[config.mk]
export PLATFORM = sky130hd
export DESIGN_NAME = sacn_resolve
export DESIGN_NICKNAME = d
export VERILOG_FILES = /design/src/design/sacn_resolve.sv
export SDC_FILE = /design/constraint.sdc
export NUM_CORES = 1
export LEC_CHECK = 0
export BUFFER_PORTS_ARGS = -buffer_cell sky130_fd_sc_hd__buf_2
export CAP_MARGIN = 15
export CORE_AREA = 3 3 229 231
export DETAILED_ROUTE_END_ITERATION = 6
export DIE_AREA = 0 0 232 234
export MAX_ROUTING_LAYER = met4
export PLACE_DENSITY_LB_ADDON = 0.2
export SLEW_MARGIN = 20
export SYNTH_ARGS = -nofsm -noshare
export SYNTH_HDL_FRONTEND = slang
export SYNTH_SLANG_ARGS = --single-unit
[constraint.sdc]
create_clock -name vclk -period 7
set_clock_uncertainty 0.2 [all_clocks]
set_input_delay 0.35 -clock vclk [all_inputs]
set_output_delay 0.35 -clock vclk [all_outputs]
set_load 0.05 [all_outputs]
[src/design/sacn_resolve.sv]
// Tag compare, victim choice and the updated set contents.
module sacn_resolve #(
	parameter int WAYS      = 8,
	parameter int ADDR_BITS = 32,
	parameter int WAY_W     = 3,
	parameter int WCNT_W    = 4
) (
	input  logic [ADDR_BITS-1:0]      tag,
	input  logic [WCNT_W-1:0]         ways_used,
	input  logic [WAYS*ADDR_BITS-1:0] rd_tags,
	input  logic [WAYS-1:0]           rd_valid,
	input  logic [WAYS-1:0]           rd_nru,
	output logic                      hit,
	output logic [WAY_W-1:0]          way_idx,
	output logic [WAYS*ADDR_BITS-1:0] new_tags,
	output logic [WAYS-1:0]           new_valid,
	output logic [WAYS-1:0]           new_nru
);

	always_comb begin
		logic [WAYS-1:0]  in_use;
		logic             hit_found;
		logic             vic_found;
		logic [WAY_W-1:0] hit_w;
		logic [WAY_W-1:0] vic_w;

		// Ways taking part in this lookup
		for (int w = 0; w < WAYS; w++) begin
			in_use[w] = (WCNT_W'(w) < ways_used);
		end

		// First matching way and first marked way, lowest wins
		hit_found = 1'b0;
		vic_found = 1'b0;
		hit_w     = '0;
		vic_w     = '0;
		for (int w = WAYS - 1; w >= 0; w--) begin
			if (in_use[w] && rd_valid[w] && rd_tags[w*ADDR_BITS +: ADDR_BITS] == tag) begin
				hit_found = 1'b1;
				hit_w     = WAY_W'(w);
			end
			if (in_use[w] && rd_nru[w]) begin
				vic_found = 1'b1;
				vic_w     = WAY_W'(w);
			end
		end

		new_tags  = rd_tags;
		new_valid = rd_valid;
		new_nru   = rd_nru;
		if (hit_found) begin
			new_nru[hit_w] = 1'b0;
			way_idx        = hit_w;
		end else if (vic_found) begin
			new_nru[vic_w]                          = 1'b0;
			new_valid[vic_w]                        = 1'b1;
			new_tags[vic_w*ADDR_BITS +: ADDR_BITS]  = tag;
			way_idx                                 = vic_w;
		end else begin
			// No mark left: re-arm all ways in use, then fill way 0
			new_nru                   = rd_nru | in_use;
			new_nru[0]                = 1'b0;
			new_valid[0]              = 1'b1;
			new_tags[ADDR_BITS-1:0]   = tag;
			way_idx                   = '0;
		end
		hit = hit_found;
	end

endmodule

# ---- Word-level counts from Yosys, hierarchy flattened
# Cells that the tools add are included.
dict set report totals {
  output_inout_bits 276
  word_cells 102
  register_bits 0
  in_bits 308
}
dict set report classes {
  shifts 2
  muxes 47
  reduce_logical 26
  bitwise_logic 6
  eq_ne 8
  add_sub_neg 1
  magnitude_cmp 12
}
# op count
set op_table {}
lappend op_table {{256-bit bitwise mux} 1}
lappend op_table {{32-bit == test} 8}
lappend op_table {{256-bit two-way mux} 1}
lappend op_table {{32-bit by 34-bit variable shift with 256-bit output (first input constant)} 1}
lappend op_table {{32-bit by 34-bit variable part select with 256-bit output} 1}
lappend op_table {{224-bit two-way mux} 1}
lappend op_table {{3-bit two-way mux} 18}
lappend op_table {{8-bit negation with 34-bit output} 1}
lappend op_table {{32-bit two-way mux} 1}
lappend op_table {{1-bit logical AND} 26}
lappend op_table {{8-bit two-way mux} 3}
lappend op_table {{1-bit two-way mux} 19}
lappend op_table {{8-bit AND} 2}
lappend op_table {{3-bit by 4-bit less-than comparator with 1-bit output (first input constant)} 4}
lappend op_table {{8-bit NOT} 2}
lappend op_table {{8-bit OR} 2}
lappend op_table {{1-bit by 4-bit less-than comparator with 1-bit output (first input constant)} 2}
lappend op_table {{2-bit by 4-bit less-than comparator with 1-bit output (first input constant)} 2}
lappend op_table {{3-bit by 4-bit less-than comparator with 1-bit output (second input constant)} 2}
lappend op_table {{7-bit two-way mux} 1}
lappend op_table {{1-bit demux with 3-bit select} 2}
lappend op_table {{3-bit by 1-bit greater-or-equal comparator with 1-bit output (second input constant)} 2}

# ---- Logic depth before layout (Yosys ltp)
dict set report logic_depth {
  ltp_word 18
  ltp_mapped 14
  ltp_nobuf 11
}

# ---- Worst setup path before layout
# No wires, ideal clock.
dict set report synth_timing {
  kind {input to output}
  start {in ways_used[2]}
  end {out new_tags[176]}
  setup_slack_ns 2.758
  arrival_ns 3.692
  n_path_buf 3
  stages 13
  required_ns 6.450
  cell_sequence {buf_6 > or2_4 > a21o_1 > a221o_1 > a31oi_4 > inv_2 > ha_1 > ha_1 > nand2b_1 > or2_1 > buf_6 > buf_6 > o21ai_0}
}
dict set report synth_between {
  elab_chain_cells 15
  word_cells_on_any_way 62
  classes_between {1 x add/sub; 8 x order compare; 2 x shift; 27 x mux; 24 x reduce/logical}
}
# item line
set synth_lines {}
lappend synth_lines {{start, declared} 9} ;# input logic [WCNT_W-1:0] ways_used,
lappend synth_lines {{3-bit by 4-bit less-than comparator with 1-bit output} 29} ;# in_use[w] = (WCNT_W'(w) < ways_used);
lappend synth_lines {{1-bit logical AND} 42} ;# if (in_use[w] && rd_nru[w]) begin
lappend synth_lines {{3-bit two-way mux (8 in series)} 42}
lappend synth_lines {{8-bit negation with 34-bit output} 57} ;# new_tags[vic_w*ADDR_BITS +: ADDR_BITS] = tag;
lappend synth_lines {{32-bit by 34-bit variable part select with 256-bit output or 32-bit by 34-bit variable shift with 256-bit output (tied branches)} 57}
lappend synth_lines {{256-bit bitwise mux} 57}
lappend synth_lines {{224-bit two-way mux} 54} ;# end else if (vic_found) begin
lappend synth_lines {{256-bit two-way mux (*)} 51} ;# if (hit_found) begin
lappend synth_lines {{end, declared} 15} ;# output logic [WAYS*ADDR_BITS-1:0] new_tags,
# Mark *: on every way between the ends. The rest lies on a longest branch, timed or not.

# ---- Worst setup path in the final report
dict set report layout_timing {
  start {in tag[10]}
  end {out new_tags[114]}
}
dict set report layout_between {
  elab_chain_cells 11
  word_cells_on_any_way 28
  classes_between {8 x eq/ne; 1 x shift; 11 x mux; 8 x reduce/logical}
}
# item line
set layout_lines {}
lappend layout_lines {{start, declared} 8} ;# input logic [ADDR_BITS-1:0] tag,
lappend layout_lines {{32-bit == test} 38} ;# if (in_use[w] && rd_valid[w] && rd_tags[w*ADDR_BITS +: ADDR_BITS] == tag) begin
lappend layout_lines {{1-bit logical AND} 38}
lappend layout_lines {{1-bit two-way mux (8 in series)} 38}
lappend layout_lines {{256-bit two-way mux (*)} 51}
# Marked as above.

==> impl_metrics.yaml <==
status:
  outcome: "finished clean"
floorplanning:
  fp-row-count: 82
  core_um2: 50300
  io_pins: 584
  chipWidth_um: 232
  initial_core_util_pct: 17.6
  dieArea_um2: 54300
  die_h_um: 234
placed_design:
  place_area_um2: 12100
  portBuffers: 584
  hpwl_um: 57300
  gp_congestion: 0.931
  dp_cells: 2258
yosys:
  synthAdderAreaFrac_pct: 0.424
  synth_compound_area_share_pct: 4.43
  synthCells: 1087
  synth_top_cell_by_area: "xor2_1"
  synth_mux_area_share_pct: 35.9
  syn_nets: 1398
  synth_most_common_cell: "xor2_1"
  synthXorXnorAreaFrac_pct: 25.7
  synth_cell_types: 64
  synth_area_um2: 8840
  yosysWarnings: 0
  netlist_top_cells_count: "xor2_1 (186), mux2_4 (106), mux2_2 (103)"
  synth_area_per_cell_um2: 8.14
  synth_top_family_by_area: "multiplexers"
  synth-simple-area-share_pct: 24.5
  yosys-top-cells-area: "xor2_1 (18%), mux2_4 (18%), mux2_2 (13%)"
  netlist.area_leader.share_pct: 18.4
  seq_area_frac_synth_pct: 0
sta:
  slew_headroom_pct: 24.1
  tightestPinTransition_ns: 1.13
  finalSetupTns_ns: 0
  slew_violations: 0
  rsz0062_at_grt: "false"
  timing.fmax_ghz: 0.191
  hold_viol: 0
  fin_crit_ns: 5.25
  setup_viol: 0
  finalCritPeriodShare_pct: 75.0
  whs_ns: 0.913
job:
  maxCapViolCount: 0
hold_path:
  holdPathEnd: "new_tags[155]"
  hp-start: "rd_tags[155]"
  hold_class: "in2out"
  hold_path_depth: 4
global_routing:
  antenna_found_initial: 3
  grt_pass1_vias: 10700
  grtUsageTotal_pct: 23.6
  grt_first_pass_wirelength_um: 87000
  overflow: 0
  grt_max_degree: 33
power_and_ir_drop:
  powerDensity_nw_per_um2: 122
  max-vdd-ir-drop_uv: 58.0
  fin_total_pwr_uw: 1490
  power_leakage_uw: 0.00568
clock_tree:
  cts_setup_buffers: 0
  cts_resized: 0
  hold_buffers: 0
final_layout:
  n_sequential_cell: 0
  seqCellArea_um2: 0
  fin_area_um2: 12100
  clock_buffers: 0
  layout-drive-gt1-share_pct: 53.0
  fin_cells: 2263
  area_delta_synth_final_pct: 37.1
  fin_nets: 1899
detailed_routing:
  dr.first_iter.drc_count: 787
  via_per_inst: 4.71
  drc: 0
  wl_per_cell_um: 29.5
  firstDrtPassIters: 7
  ant_nets: 0
  vias: 10700
  wl_um: 66800
critical_path:
  cpPeakStageDelay_ns: 0.82
  cp_max_fo: 21
  worstPathCellList: "buf_2, xor2_1, nor4_1, nand4_1, or4_1, nand4b_1, or3_4, or2_2, buf_4, mux2_4, buf_2"
  critPathCaptureType: "output port"
  cp_common_cell: "buf_2"
  critPathKind: "in2out"
  critical-path-slowest-cell: "nor4_1"
  critPathArrivalTime_ns: 4.70
  cp-start-kind: "primary input"
  crit_required_ns: 6.45
-- how the worst max path moves through the flow --
stage / startpoint / to / cells past startpoint / slack [ns]
after floorplan: ways_used[2] / new_tags[176] / 13 / 2.76
after global placement: ways_used[3] / new_tags[199] / 13 / 1.83
after detailed placement: ways_used[3] / new_tags[199] / 13 / 1.85
after CTS: ways_used[3] / new_tags[199] / 13 / 1.85
after global routing: ways_used[1] / new_tags[199] / 13 / 1.60
final: tag[10] / new_tags[114] / 11 / 1.75
-- worst max-delay path: cells and delay by family --
kind | cells | cell delay (ns)
XOR/XNOR | 1 | 0.30
buffers and inverters | 3 | 1.04
multiplexers | 1 | 0.33
AND/OR/NAND/NOR | 6 | 2.63
-- cells by family after synthesis --
logic type	Yosys count
buf+inv	142
mux	250
fa+ha+maj	3
simple gates	373
xor+xnor	260
compound gates	59
-- per-layer routing --
layer	share of wire [%]	vias up	global-route usage (%)
met5	0	-	-
met1	47	5226	33.0
li1	-	4875	-
met4	1.8	0	3.60
met3	6.6	50	3.79
met2	44	508	36.5
-- cells in the final DEF (no fill, tap or decap), types with 23 or more instances in the layout --
| master | n |
|---|---|
| buf_2 | 584 |
| xor2_1 | 186 |
| mux2_4 | 106 |
| mux2_2 | 103 |
| xnor2_1 | 74 |
| nor4_1 | 72 |
| nand2_1 | 68 |
| nand4_1 | 43 |
| nor2_1 | 36 |
| inv_1 | 36 |
| mux2i_1 | 32 |
| and2_1 | 30 |
| o21ai_0 | 23 |
-- stage by stage --
stage	utilization [%]	worst slack [ns]
6_report	24.1	1.75
5_1_grt	24.1	1.60
4_1_cts	24.1	1.85
3_5_place_dp	24.1	1.85
3_3_place_gp	24.1	1.83
2_1_floorplan	-	2.76
-- power breakdown --
part           total, uW  internal [uW]  leakage (uW)  switching, uW
clock          0.0000767      0.0000766  0.0000000317              0
combinational       1490            427       0.00568           1060
sequential             0              0             0              0
total               1490            427       0.00568           1060
-- layout make-up --
cell class | instances | area (um2)
Antenna cell | 5 | 12.5
Fill cell | 5761 | 38100
Inverter | 37 | 139
Multi-Input combinational cell | 945 | 8060
Tap cell | 672 | 841
Timing Repair Buffer | 604 | 3070
No activity file was read; power rests on OpenSTA's default activity.
